`src/rtl/mwmf_pkg.sv`:
```
// Shared constants, types and register codes of the masked window median filter.
// Used by every module of the block; depends on nothing.
package mwmf_pkg;

	localparam int PIX_W      = 16;
	localparam int MAX_PAD    = 3;
	localparam int ROWS       = 2 * MAX_PAD + 1;
	localparam int WIN        = ROWS * ROWS;
	localparam int MAX_WIDTH  = 2048;
	localparam int COL_W      = $clog2(MAX_WIDTH);
	localparam int WID_W      = 12;
	localparam int ROW_W      = 13;
	localparam int SLOT_W     = $clog2(ROWS);
	localparam int CNT_W      = $clog2(WIN + 1);
	localparam int PAD_W      = 2;
	localparam int MASK_W     = 49;
	localparam int FIFO_DEPTH = 32;
	localparam int FIFO_AW    = $clog2(FIFO_DEPTH);
	localparam int ADDR_W     = 5;
	localparam int DATA_W     = 64;

	typedef enum logic [1:0] {
		REG_PAD    = 2'd0,
		REG_MASK   = 2'd1,
		REG_WIDTH  = 2'd2,
		REG_HEIGHT = 2'd3
	} reg_idx_t;

	typedef logic [WIN-1:0][PIX_W-1:0] win_t;

	typedef struct packed {
		logic [PAD_W-1:0] pad;
		logic [WID_W-1:0] width;
		logic [ROW_W-1:0] height;
		logic             restart;
	} cfg_t;

	typedef struct packed {
		logic [WIN-1:0]   mask;
		logic [CNT_W-1:0] half;
		logic             nz;
	} sel_cfg_t;

	typedef struct packed {
		logic             inner;
		logic             frame_end;
		logic [PIX_W-1:0] center;
	} meta_t;

	typedef struct packed {
		logic [PIX_W-1:0] pixel;
		logic             filtered;
		logic             frame_end;
	} res_t;

endpackage

```
`src/rtl/mwmf_csr.sv`:
```
// Configuration registers behind the APB-style port, plus derived frame and mask settings.
// Depends on mwmf_pkg.
module mwmf_csr (
	input  logic                           clk,
	input  logic                           arst_n,
	input  logic                           psel,
	input  logic                           penable,
	input  logic                           pwrite,
	input  logic [mwmf_pkg::ADDR_W-1:0]    paddr,
	input  logic [mwmf_pkg::DATA_W-1:0]    pwdata,
	output logic [mwmf_pkg::DATA_W-1:0]    prdata,
	output logic                           pready,
	output mwmf_pkg::cfg_t                 cfg,
	output mwmf_pkg::sel_cfg_t             sel_cfg
);

	logic [mwmf_pkg::PAD_W-1:0]  pad_q;
	logic [mwmf_pkg::MASK_W-1:0] mask_q;
	logic [mwmf_pkg::WID_W-1:0]  width_q;
	logic [mwmf_pkg::ROW_W-1:0]  height_q;
	logic                        wr;
	mwmf_pkg::reg_idx_t          idx;
	logic [mwmf_pkg::WIN-1:0]    exp_mask;
	logic [mwmf_pkg::CNT_W-1:0]  n_sel;

	// Place the tap mask onto the 7x7 window grid, anchored at the newest corner.
	function automatic logic [mwmf_pkg::WIN-1:0] expand_mask(
		input logic [mwmf_pkg::PAD_W-1:0]  p,
		input logic [mwmf_pkg::MASK_W-1:0] tap
	);
		logic [mwmf_pkg::WIN-1:0] m;
		m = '0;
		for (int pp = 0; pp <= mwmf_pkg::MAX_PAD; pp++) begin
			if (p == mwmf_pkg::PAD_W'(pp)) begin
				for (int rr = 0; rr < 2 * pp + 1; rr++) begin
					for (int cc = 0; cc < 2 * pp + 1; cc++) begin
						m[(mwmf_pkg::ROWS - 1 - 2 * pp + rr) * mwmf_pkg::ROWS
							+ (mwmf_pkg::ROWS - 1 - 2 * pp + cc)] = tap[rr * (2 * pp + 1) + cc];
					end
				end
			end
		end
		return m;
	endfunction

	assign pready = 1'b1;
	assign wr     = psel & penable & pwrite;
	assign idx    = mwmf_pkg::reg_idx_t'(paddr[4:3]);

	always_ff @(posedge clk or negedge arst_n) begin
		if (!arst_n) begin
			pad_q    <= mwmf_pkg::PAD_W'(1);
			mask_q   <= mwmf_pkg::MASK_W'(511);
			width_q  <= mwmf_pkg::WID_W'(640);
			height_q <= mwmf_pkg::ROW_W'(480);
		end else if (wr) begin
			case (idx)
				mwmf_pkg::REG_PAD:    pad_q    <= pwdata[mwmf_pkg::PAD_W-1:0];
				mwmf_pkg::REG_MASK:   mask_q   <= pwdata[mwmf_pkg::MASK_W-1:0];
				mwmf_pkg::REG_WIDTH:  width_q  <= pwdata[mwmf_pkg::WID_W-1:0];
				mwmf_pkg::REG_HEIGHT: height_q <= pwdata[mwmf_pkg::ROW_W-1:0];
				default: ;
			endcase
		end
	end

	always_comb begin
		case (idx)
			mwmf_pkg::REG_PAD:    prdata = mwmf_pkg::DATA_W'(pad_q);
			mwmf_pkg::REG_MASK:   prdata = mwmf_pkg::DATA_W'(mask_q);
			mwmf_pkg::REG_WIDTH:  prdata = mwmf_pkg::DATA_W'(width_q);
			mwmf_pkg::REG_HEIGHT: prdata = mwmf_pkg::DATA_W'(height_q);
			default:              prdata = '0;
		endcase
	end

	always_comb begin
		cfg.pad = pad_q;
		if (width_q == '0) begin
			cfg.width = mwmf_pkg::WID_W'(1);
		end else if (width_q > mwmf_pkg::WID_W'(mwmf_pkg::MAX_WIDTH)) begin
			cfg.width = mwmf_pkg::WID_W'(mwmf_pkg::MAX_WIDTH);
		end else begin
			cfg.width = width_q;
		end
		cfg.height  = (height_q == '0) ? mwmf_pkg::ROW_W'(1) : height_q;
		cfg.restart = wr;
	end

	always_comb begin
		exp_mask = expand_mask(pad_q, mask_q);
		n_sel    = '0;
		for (int e = 0; e < mwmf_pkg::WIN; e++) begin
			n_sel = n_sel + mwmf_pkg::CNT_W'(exp_mask[e]);
		end
	end

	// Register the selection setup (mask, half count, nonzero flag) from the pad and mask registers.
	always_ff @(posedge clk) begin
		sel_cfg.mask <= exp_mask;
		sel_cfg.half <= n_sel >> 1;
		sel_cfg.nz   <= (n_sel != '0);
	end

endmodule

```
`config.mk`:
```
export PLATFORM = sky130hd
export DESIGN_NAME = mwmf_csr
export DESIGN_NICKNAME = d
export VERILOG_FILES = /design/src/rtl/mwmf_pkg.sv /design/src/rtl/mwmf_csr.sv
export SDC_FILE = /design/constraint.sdc
export NUM_CORES = 1
export LEC_CHECK = 0
export BUFFER_PORTS_ARGS = -buffer_cell sky130_fd_sc_hd__buf_2
export CAP_MARGIN = 20
export CORE_ASPECT_RATIO = 0.7
export CORE_UTILIZATION = 50
export DETAILED_ROUTE_END_ITERATION = 10
export GPL_TIMING_DRIVEN = 0
export PLACE_DENSITY_LB_ADDON = 0.05
export SYNTH_ARGS = -nofsm -noshare
export SYNTH_HDL_FRONTEND = slang
export SYNTH_SLANG_ARGS = --single-unit
export TNS_END_PERCENT = 5
```
`constraint.sdc`:
```
create_clock -name clk -period 7.33 [get_ports clk]
set_input_delay 0.3665 -clock clk [delete_from_list [all_inputs] [get_ports clk]]
set_output_delay 0.3665 -clock clk [all_outputs]
set_load 0.005 [all_outputs]
```
==> results.md <==
- Status: finished clean
- Power Density: 519 mW/mm^2
- Total power: 4.50 mW
- Fraction of layout cells with a size suffix above 1: 0.470
- Unrepaired setup endpoints after global routing: false
- Synth-to-Final Area Change: 28.3%
- Residual DRC: 0
- Starting DRC count in detailed routing: 350
- Finish-stage setup viols: 0
- Core Area: 0.0132 sq mm
- Sink Count: 131
- WS Path Type: flip-flop to flip-flop
- Primary FF master, synth: dfrtp_1
- CTS max path bufs: 2
- Most frequent cells in the layout: buf_2, mux2_2, inv_1, dfrtp_1, dfxtp_1
- GRT Total Usage: 0.277
- Root buffer cell: clkbuf_16
- Total Wirelength: 18500 um
- Total of max-cap violations: 0
- Minimum period implied by the final worst setup slack: 6800 ps
- Worst-margin pin slew: 730 ps
- CP Data Required Time: 7610 ps
- Grt ovf: 0
- CP endpoint kind: flip-flop
- Row count: 35
- ANT cells: 0
- Vias in the first global route: 4917
- Startpoint Class: flip-flop
- Drt pass-1 iters: 5
- Asr flop ratio synth: 0.580
- Nets: 912
- Pleak: 4.53 nW
- CP Data Arrival Time: 7080 ps
- Pin count of the biggest net entering global routing: 57
- Die area: 0.0140 sq mm
- CTS tree: yes
- Mapped Cells: 568
- DR vias: 4958
- EDFF count, synth: 0
- Syn Std Cell Area: 0.00677 sq mm
- Die height: 99.3 um
- Relative slew margins: 0.513
- VDD IR-drop max: 0.644 mV
- Port Buffers: 185
- CTS buffer count: 17
- Clock Pin Slew Worst Setup and Hold Paths: 60 ps
- Final Slew Violations: 0
- DIE WIDTH: 141 um
- Fillers: 1062
- Sequential area share after synthesis: 0.447
- Max Clock Freq: 147 MHz
- Avg Inst Size Synth: 11.9 sq um
- Post-CTS Resized: 0
- Routability cong.: 0.899
- Hold Path Class: input port to flip-flop
- Fin. Hold Viols: 0
- Global-route wire length before repair: 28100 um
- Number of nets with antenna violations after routing: 0
- DP HPWL: 14300 um
- Initial antenna violation count: 1
- Crit Path Max Fanout: 10
- Commonest non-fill, non-tap cell in the layout: buf_2
- Starting Density: 0.513
- Synth Register Bits: 131
- Max Clock Skew: 6.45 ps
- Detailed-route wire length per cell: 18.7 um
- Distinct cells, synth: 38
- Routed vias/inst: 5.02
- Synth warn: 0
- Fin crit share: 0.928
- H-tree Lvls: 4
- I/O pin cnt: 223
- Clk_lat worst skew: 410 ps
- TNS Setup: 0 ps
-- flip-flops by register name (all words and copies together) (netlist names) --
signal / flops
mask_q: 49
width_q: 12
height_q: 13
sel_cfg: 55
pad_q: 2
-- metal layers --
metal / GRT usage / wire, um / vias to the layer above
met3: 0.0660 / 1400 / 14
li1: - / - / 2245
met4: 0.0661 / 147 / 0
met5: 0 / 0 / -
met2: 0.412 / 7920 / 230
met1: 0.408 / 9020 / 2469
-- area by class of cell --
cell class                 instances  area [sq um]  share of cell area
multi-input combinational        323          3200               0.369
sequential                       131          3020               0.348
timing repair buffer             187           966               0.111
clock buffer                      20           457              0.0526
buffer                            60           342              0.0393
inverter                          69           259              0.0298
tap                              185           231              0.0267
clock inverter                    12           204              0.0235
-- worst max-delay path, stage by stage (launching register included) --
cell,delay [ps]
dfstp_2,570
buf_2,290
and2_1,310
buf_2,280
nand2_1,130
fa_1,550
inv_1,60
fa_1,470
inv_1,50
fa_1,470
fa_1,550
fa_1,450
fa_1,540
fa_1,420
fa_1,410
fa_1,420
xnor2_1,160
a2111oi_0,390
o211ai_1,150
-- power breakdown --
group,total [mW],switching [mW],internal [mW]
Sequential,1.08,0.146,0.931
Combinational,2.48,1.33,1.15
Clock,0.946,0.324,0.622
Total,4.50,1.80,2.70
-- cells by family (layout without fill, tap and decap cells) --
kind of cell               after synthesis  after routing  share of synthesized area
muxes                                  114            114                      0.199
other                                    2             17                    0.00111
xor gates and xnor gates                 2              2                    0.00259
buffers and inverters                  129            348                     0.0888
AOI/OAI and AO/OA                       27             27                     0.0320
adders and majority gates               49             49                      0.135
and+or+nand+nor                        114            114                     0.0949
DFF                                    131            131                      0.447
-- cell usage after synthesis (2+ instances only) --
master,n,area share
mux2_2,94,0.16
inv_1,69,0.038
dfrtp_1,60,0.22
dfxtp_1,55,0.16
and2_1,40,0.037
fa_1,40,0.12
clkbuf_1,26,0.014
nand2_1,25,0.014
nor2b_1,20,0.018
buf_4,18,0.020
a22o_1,16,0.021
dfstp_2,16,0.062
buf_2,12,0.0089
and3_1,11,0.010
mux2_4,10,0.022
ha_1,9,0.017
mux2i_1,7,0.010
nor2_1,7,0.0039
nor4_1,5,0.0046
buf_6,3,0.0050
mux4_2,3,0.010
a21oi_1,2,0.0015
a22oi_1,2,0.0022
conb_1,2,0.0011
o211ai_1,2,0.0022
xnor2_1,2,0.0026
-- final timing paths --
kind,start,to,slack [ps],cells after the start
max in group asynchronous,arst_n,height_q[7],6310,3
worst min-delay path,pwdata[41],mask_q[41],180,2
worst max-delay path,pad_q[0],sel_cfg[0],530,18
worst min register to register,mask_q[35],mask_q[35],530,1
min in group asynchronous,arst_n,width_q[3],390,2
worst max register to register,pad_q[0],sel_cfg[0],530,18
-- repair_timing --
action                     in CTS  in global routing
setup endpoints to repair       0                  0
hold buffers                    1                  0
setup buffers                   0                  0
hold endpoints to repair       18                  0
-- metrics by stage --
step,hold slack [ps],utilization,std cells,worst slack [ps],instance area [sq um]
after floorplan,70.9,-,583,1120,6820
after global placement,502,0.605,953,597,7980
after detailed placement,277,0.608,954,559,8010
after CTS,170,0.659,987,543,8680
after global routing,175,0.659,987,268,8680
final,181,0.659,987,530,8680
No activity file was read; power rests on OpenSTA's default activity.
