===== config.mk =====
export PLATFORM = sky130hd
export DESIGN_NAME = mwmf_fifo
export DESIGN_NICKNAME = d
export VERILOG_FILES = /design/src/rtl/mwmf_pkg.sv /design/src/rtl/mwmf_fifo.sv
export SDC_FILE = /design/constraint.sdc
export NUM_CORES = 1
export LEC_CHECK = 0
export ABC_AREA = 0
export BUFFER_PORTS_ARGS = -buffer_cell sky130_fd_sc_hd__buf_4
export CAP_MARGIN = 0
export CORE_MARGIN = 4
export CORE_UTILIZATION = 50
export CTS_BUF_LIST = sky130_fd_sc_hd__clkbuf_2
export DETAILED_ROUTE_END_ITERATION = 8
export HOLD_SLACK_MARGIN = 0.08
export PLACE_DENSITY = 0.66
export SYNTH_ARGS = -nofsm -noshare
export SYNTH_HDL_FRONTEND = slang
export SYNTH_SLANG_ARGS = --single-unit

===== constraint.sdc =====
create_clock -name clk -period 3.2 [get_ports clk]
set_clock_uncertainty 0.15 [all_clocks]
set_input_delay 0.64 -clock clk [delete_from_list [all_inputs] [get_ports clk]]
set_output_delay 0.64 -clock clk [all_outputs]
set_load 0.005 [all_outputs]

===== src/rtl/mwmf_pkg.sv =====
// Shared constants, types and register codes of the masked window median filter.
// Used by every module of the block; depends on nothing.
package mwmf_pkg;

	localparam int PIX_W      = 16;
	localparam int MAX_PAD    = 3;
	localparam int ROWS       = 2 * MAX_PAD + 1;
	localparam int WIN        = ROWS * ROWS;
	localparam int MAX_WIDTH  = 2048;
	localparam int COL_W      = $clog2(MAX_WIDTH);
	localparam int WID_W      = 12;
	localparam int ROW_W      = 13;
	localparam int SLOT_W     = $clog2(ROWS);
	localparam int CNT_W      = $clog2(WIN + 1);
	localparam int PAD_W      = 2;
	localparam int MASK_W     = 49;
	localparam int FIFO_DEPTH = 32;
	localparam int FIFO_AW    = $clog2(FIFO_DEPTH);
	localparam int ADDR_W     = 5;
	localparam int DATA_W     = 64;

	typedef enum logic [1:0] {
		REG_PAD    = 2'd0,
		REG_MASK   = 2'd1,
		REG_WIDTH  = 2'd2,
		REG_HEIGHT = 2'd3
	} reg_idx_t;

	typedef logic [WIN-1:0][PIX_W-1:0] win_t;

	typedef struct packed {
		logic [PAD_W-1:0] pad;
		logic [WID_W-1:0] width;
		logic [ROW_W-1:0] height;
		logic             restart;
	} cfg_t;

	typedef struct packed {
		logic [WIN-1:0]   mask;
		logic [CNT_W-1:0] half;
		logic             nz;
	} sel_cfg_t;

	typedef struct packed {
		logic             inner;
		logic             frame_end;
		logic [PIX_W-1:0] center;
	} meta_t;

	typedef struct packed {
		logic [PIX_W-1:0] pixel;
		logic             filtered;
		logic             frame_end;
	} res_t;

endpackage


===== src/rtl/mwmf_fifo.sv =====
// Result queue between the selection pipeline and the output channel.
// Depends on mwmf_pkg.
module mwmf_fifo (
	input  logic                         clk,
	input  logic                         arst_n,
	input  logic                         push,
	input  mwmf_pkg::res_t               push_data,
	input  logic                         pop,
	output logic                         valid,
	output mwmf_pkg::res_t               data,
	output logic [mwmf_pkg::FIFO_AW:0]   count
);

	mwmf_pkg::res_t                mem [mwmf_pkg::FIFO_DEPTH];
	logic [mwmf_pkg::FIFO_AW-1:0]  wr_q, rd_q;
	logic [mwmf_pkg::FIFO_AW:0]    cnt_q;
	logic                          do_pop;

	assign valid  = (cnt_q != '0);
	assign data   = mem[rd_q];
	assign count  = cnt_q;
	assign do_pop = pop && valid;

	always_ff @(posedge clk) begin
		if (push) begin
			mem[wr_q] <= push_data;
		end
	end

	always_ff @(posedge clk or negedge arst_n) begin
		if (!arst_n) begin
			wr_q  <= '0;
			rd_q  <= '0;
			cnt_q <= '0;
		end else begin
			if (push) begin
				wr_q <= wr_q + mwmf_pkg::FIFO_AW'(1);
			end
			if (do_pop) begin
				rd_q <= rd_q + mwmf_pkg::FIFO_AW'(1);
			end
			if (push && !do_pop) begin
				cnt_q <= cnt_q + (mwmf_pkg::FIFO_AW + 1)'(1);
			end else if (do_pop && !push) begin
				cnt_q <= cnt_q - (mwmf_pkg::FIFO_AW + 1)'(1);
			end
		end
	end

endmodule


==> flow_metrics.env, run 1 <==
export IMPL_rsz0062_at_grt="true"
export IMPL_nets=1378
export IMPL_syn_num_nets=1106
export IMPL_synth_most_common_cell="edfxtp_1"
export IMPL_clock_sinks=592
export IMPL_cpPeakStageDelay_ns=0.53
export IMPL_dp_hpwl_um=30100
export IMPL_wl_per_cell_um=25.8
export IMPL_cts_htree_levels=4
export IMPL_pwr_density_cell_nw_per_um2=845
export IMPL_cts_max_path_buffers=3
export IMPL_endpoint_kind="output pin"
export IMPL_slew_headroom=0.396
export IMPL_critical_path_class="flop to output pin"
export IMPL_yosys_top_cells_area="edfxtp_1 75%, mux4_2 10%, mux2i_1 3.1%"
export IMPL_ir_worst_vdd_mv=0.454
export IMPL_fp_dieW_um=222
export IMPL_pwr_share_comb=0.378
export IMPL_drc=0
export IMPL_power_frac_seq=0.410
export IMPL_row_count=78
export IMPL_hold_path_class="input pin to flop"
export IMPL_syn_area_um2=22900
export IMPL_hold_viol=0
export IMPL_start_util=0.506
export IMPL_grt_pass1_wl_um=79000
export IMPL_die_y_um=222
export IMPL_utilization=0.594
export IMPL_drtIter0Drc=1029
export IMPL_status="complete, but fails checks"
export IMPL_grt_max_degree=36
export IMPL_synth_top_cell_area_share=0.754
export IMPL_worst_slack_ns=-0.873
export IMPL_setup_tns_ns=-14.16
export IMPL_critPathArrivalTime_ns=3.28
export IMPL_ys_warnings_count=0
export IMPL_async_flop_share=0.0270
export IMPL_required_ns=2.41
export IMPL_path_delay_family="buffers and inverters"
export IMPL_slowest_stage="dfrtp_4"
export IMPL_synth_distinct_cells=43
export IMPL_pre_cts_slack_ns=-0.000235
export IMPL_core_area_um2=45400
export IMPL_power_switching_uw=7520
export IMPL_period_needed_ns=4.07
export IMPL_violations="setup timing"
export IMPL_leakage_uw=0.00910
export IMPL_portBuffers=46
export IMPL_viasPerCell=5.88
export IMPL_ys_seq_area_frac=0.771
export IMPL_cts_tree="built"
export IMPL_fin_crit_sh=1.27
export IMPL_worst_path_max_fanout=6
export IMPL_layout_drive_gt1_share=0.423
export IMPL_dominantRegCellSynth="edfxtp_1"
export IMPL_clockPowerShare=0.211
export IMPL_dr_pass1_iters=5
export IMPL_syn_avg_cell_area_um2=21.4
export IMPL_ios=47
export IMPL_grt_antenna_before_repair=3
export IMPL_vias=12000
export IMPL_setup_viol=18
export IMPL_clk_latency_ns=1.12
export IMPL_wl_um=52800
export IMPL_root_buffer="clkbuf_2"
export IMPL_drv_cap=0
export IMPL_synth_edf_count=576
export IMPL_fmax_mhz=245
export IMPL_p_int_uw=15200
export IMPL_numCtsBuffers=145
export IMPL_netlist_instances=1073
export IMPL_yosysTopAreaCell="edfxtp_1"
export IMPL_dieArea_um2=49400
export IMPL_grt_total_usage=0.217
export IMPL_tightest_slew_ns=0.904
export IMPL_drv_slew=0
export IMPL_cts_clk_slew_worst_paths_ns=0.09
export IMPL_area_delta_synth_final_pct=17.5
export IMPL_place_congestion=0.785
export IMPL_postRouteAntennaNets=0
export IMPL_path_buf_inv=5
export IMPL_power_switching_share=0.330
export IMPL_synth_commonest_cells="576 x edfxtp_1, 104 x mux4_2, 70 x mux2i_1"
export IMPL_synth_seq_cells=592
export IMPL_first_global_vias=12400
export IMPL_cp_cell_sequence="buf_12 -> buf_12 -> buf_16 -> mux4_2 -> a22o_1 -> a211oi_2 -> buf_4 -> a21oi_2 -> buf_4"
export IMPL_start_kind="flop"
export IMPL_gr_total_overflow=0
[cells in the final DEF (no fill, tap or decap), types with 12 or more instances in the layout]
cell type / instances
mux4_2: 109
o221ai_1: 12
clkbuf_2: 210
a211oi_2: 26
dfrtp_1: 14
nand2_1: 17
a22o_1: 15
a21oi_2: 13
dlygate4sd3_1: 22
clkinv_1: 20
buf_12: 17
buf_4: 126
o22ai_1: 17
edfxtp_1: 576
mux2i_1: 65
nor2_2: 32
[logic make-up after synthesis]
family | synth area share
and+or+nand+nor | 0.0148
muxes | 0.140
adders and majority gates | 0.00633
buffers and inverters | 0.0184
DFF | 0.771
AOI/OAI and AO/OA | 0.0447
xor gates and xnor gates | 0.00458
[sequential cells by signal, indices dropped and copies added, names as in the netlist]
| register | count |
|---|---|
| count | 6 |
| mem | 576 |
| rd_q | 5 |
| wr_q | 5 |
[layer usage]
layer / up-vias / part of all wire / global-route usage
li1: 5143 / - / -
met4: 4 / 0.020 / 0.0730
met1: 6266 / 0.41 / 0.301
met2: 523 / 0.49 / 0.344
met5: - / 0.00053 / 0
met3: 77 / 0.077 / 0.0507
[cell type report]
class / instances / area, µm²
sequential: 592 / 17700
fill: 3323 / 18400
antenna: 1 / 2.50
inverter: 4 / 15.0
timing repair buffer: 186 / 1950
clock buffer: 210 / 1050
tap: 600 / 751
clock inverter: 34 / 213
multi-input combinational: 416 / 5280
[power by group through the flow]
| stage | clock [µW] | sequential (µW) | combinational (µW) |
|---|---|---|---|
| 2_1_floorplan | 0 | 9350 | 4450 |
| 3_3_place_gp | 0 | 9490 | 7040 |
| 3_5_place_dp | 0 | 9510 | 7110 |
| 4_1_cts | 4940 | 9330 | 8460 |
| 5_1_grt | 5410 | 9390 | 9100 |
| 6_report | 4810 | 9350 | 8610 |
[worst min-delay path, stage by stage]
cell and delay (ns):
dlygate4sd3_1 0.54, buf_4 0.19, xor2_1 0.09
[final timing paths]
check	startpoint	to	slack [ns]	cells past startpoint
worst max-delay path	rd_q[0]	data[17]	-0.87	9
worst min-delay path	push	wr_q[0]	0.29	3
worst max register to register	count[4]	count[5]	0.22	10
worst min register to register	count[5]	count[5]	0.38	1
max in group asynchronous	arst_n	rd_q[1]	1.60	3
min in group asynchronous	arst_n	rd_q[0]	0.59	3
[timing repair]
item,in CTS,in global routing
gates cloned,8,1
hold buffers,22,0
gates resized for setup,73,27
endpoints found under the setup margin,18,19
pin swaps,25,14
buffers inserted,17,7
hold endpoints to repair,605,0
[per-stage QoR]
| stage | power (µW) | instances | cell area [µm²] | hold slack [ns] |
|---|---|---|---|---|
| 5_1_grt | 23900 | 2043 | 27000 | 0.218 |
| 4_1_cts | 22700 | 2035 | 26800 | 0.135 |
| 2_1_floorplan | 13800 | 1073 | 22900 | 0.194 |
| 6_report | 22800 | 2043 | 27000 | 0.292 |
| 3_3_place_gp | 16500 | 1744 | 24600 | 0.340 |
| 3_5_place_dp | 16600 | 1744 | 24600 | 0.350 |
Power figures use the tool's default switching activity.
==> inputs of run 2 (changes only) <==
--- a/config.mk
+++ b/config.mk
@@ -13,6 +13,7 @@
 export CTS_BUF_LIST = sky130_fd_sc_hd__clkbuf_2
 export DETAILED_ROUTE_END_ITERATION = 8
 export HOLD_SLACK_MARGIN = 0.08
+export MAX_ROUTING_LAYER = met4
 export PLACE_DENSITY = 0.66
 export SYNTH_ARGS = -nofsm -noshare
 export SYNTH_HDL_FRONTEND = slang
==> run 2 against run 1 <==
Against the previous run: the run still ends with setup timing left; clock power about the same; combinational power about the same; clock-buffer cell count unchanged.
==> flow_metrics.env, run 2 (synthesis gave the netlist of run 1 again) <==
export IMPL_place_congestion=0.795
export IMPL_viasPerCell=5.93
export IMPL_dp_hpwl_um=30100
export IMPL_setup_tns_ns=-13.74
export IMPL_fp_dieW_um=222
export IMPL_hold_depth=3
export IMPL_cp_cell_sequence="buf_12 -> buf_12 -> buf_16 -> mux4_2 -> a22o_1 -> a211oi_2 -> a21oi_1 -> buf_4"
export IMPL_dr_pass1_iters=5
export IMPL_wl_um=52700
export IMPL_setup_viol=18
export IMPL_period_needed_ns=4.05
export IMPL_violations="setup timing"
export IMPL_clk_latency_ns=1.10
export IMPL_grt_total_usage=0.223
export IMPL_rsz0062_at_grt="true"
export IMPL_wl_per_cell_um=25.8
export IMPL_power_frac_seq=0.411
export IMPL_largest_reg_flops=576
export IMPL_cts_clk_slew_worst_paths_ns=0.10
export IMPL_row_count=78
export IMPL_clock_sinks=592
export IMPL_slew_headroom=0.394
export IMPL_power_switching_share=0.330
export IMPL_fin_crit_sh=1.26
export IMPL_whs_ns=0.299
export IMPL_layout_drive_gt1_share=0.423
export IMPL_critPathArrivalTime_ns=3.26
export IMPL_pwr_share_comb=0.378
export IMPL_core_area_um2=45400
export IMPL_root_buffer="clkbuf_2"
export IMPL_tightest_slew_ns=0.906
export IMPL_cpMostUsedCell="buf_12"
export IMPL_worst_r2r_cell_count=10
export IMPL_p_int_uw=15200
export IMPL_worst_slack_ns=-0.845
export IMPL_first_global_vias=12500
export IMPL_leakage_uw=0.00909
export IMPL_area_delta_synth_final_pct=17.5
export IMPL_r2r_start="count[4]"
export IMPL_grt_antenna_before_repair=3
export IMPL_status="complete, but fails checks"
export IMPL_start_util=0.506
export IMPL_worst_path_max_fanout=6
export IMPL_hold_path_class="input pin to flop"
export IMPL_gr_total_overflow=0
export IMPL_critical_path_class="flop to output pin"
export IMPL_r2r_end="count[5]"
export IMPL_rrSetupSlack_ns=0.22
export IMPL_min_delay_start="push"
export IMPL_final_common_cell="edfxtp_1"
export IMPL_cpPeakStageDelay_ns=0.54
export IMPL_nets=1377
export IMPL_layout_common_cells="576 x edfxtp_1, 210 x clkbuf_2, 125 x buf_4, 109 x mux4_2, 65 x mux2i_1"
export IMPL_cts_tree="built"
export IMPL_die_y_um=222
export IMPL_slowest_stage="dfrtp_4"
export IMPL_required_ns=2.41
export IMPL_clockPowerShare=0.211
export IMPL_postRouteAntennaNets=0
export IMPL_drtIter0Drc=1015
export IMPL_nFillCells=3321
export IMPL_power_switching_uw=7500
export IMPL_cts_htree_levels=4
export IMPL_fmax_mhz=247
export IMPL_ir_worst_vdd_mv=0.451
export IMPL_start_kind="flop"
export IMPL_ios=47
export IMPL_largest_register="mem"
export IMPL_hold_viol=0
export IMPL_grt_pass1_wl_um=79000
export IMPL_drv_cap=0
export IMPL_vias=12100
export IMPL_endpoint_kind="output pin"
export IMPL_drv_slew=0
export IMPL_cts_max_path_buffers=3
export IMPL_pwr_density_cell_nw_per_um2=844
export IMPL_grt_max_degree=36
export IMPL_dieArea_um2=49400
export IMPL_holdPathEnd="wr_q[0]"
export IMPL_numCtsBuffers=145
export IMPL_portBuffers=46
export IMPL_drc=0
[run 2: worst max-delay path: cells and delay by family, from the launching register on]
kind / cells / cell delay (ns)
flip-flops: 1 / 0.54
multiplexers: 1 / 0.42
AO/OA/AOI/OAI: 3 / 0.61
buffers and inverters: 4 / 0.58
[run 2: final cells by class]
| type | count | area, µm² | area share |
|---|---|---|---|
| diodes | 3 | 7.51 | 0.000278 |
| flip-flops and latches | 592 | 17700 | 0.657 |
| multi-input cells | 416 | 5280 | 0.196 |
| clock buffers | 210 | 1050 | 0.0390 |
| well taps | 600 | 751 | 0.0278 |
| inverters | 4 | 15.0 | 0.000557 |
| repair buffers | 185 | 1940 | 0.0719 |
| clock inverters | 34 | 213 | 0.00789 |
[run 2: through the flow]
step                      total power [µW]  instance area [µm²]  cells  setup slack (ns)  utilization
after floorplan                      13800                22900   1073             0.430            -
after global placement               16500                24600   1744            0.0305        0.541
after detailed placement             16600                24600   1744         -0.000235        0.541
after CTS                            22700                26800   2035            -0.984        0.591
after global routing                 23900                27000   2044            -0.980        0.594
final                                22700                27000   2044            -0.845        0.594
[run 2: timing repair]
action / CTS / global route
hold buffers: 22 / 0
gates cloned: 8 / 1
hold endpoints to repair: 605 / 0
gates resized for setup: 73 / 28
pin swaps: 25 / 14
endpoints found under the setup margin: 18 / 19
buffers inserted: 17 / 6
[run 2: worst max-delay path by stage]
stage	start	end	slack, ns	cells after the start
after floorplan	count[0]	count[5]	0.43	10
after global placement	rd_q[0]	data[17]	0.03	7
after detailed placement	rd_q[0]	data[17]	-0.0002	7
after CTS	rd_q[0]	data[17]	-0.98	9
after global routing	rd_q[0]	data[14]	-0.98	8
final	rd_q[0]	data[14]	-0.85	8
[run 2: power by group through the flow]
stage	registers, µW	clock network, µW	logic [µW]
2_1_floorplan	9350	0	4450
3_3_place_gp	9490	0	7040
3_5_place_dp	9510	0	7110
4_1_cts	9330	4940	8460
5_1_grt	9390	5400	9090
6_report	9350	4790	8600
[run 2: layer usage]
layer  track usage  routed length (µm)  vias to the layer above  share of wire
met1         0.302               21500                     6322           0.41
met3        0.0488                4100                       86          0.078
met5             -                   0                        -              0
met2         0.344               25900                      565           0.49
li1              -                   -                     5140              -
met4        0.0730                1100                        0          0.021
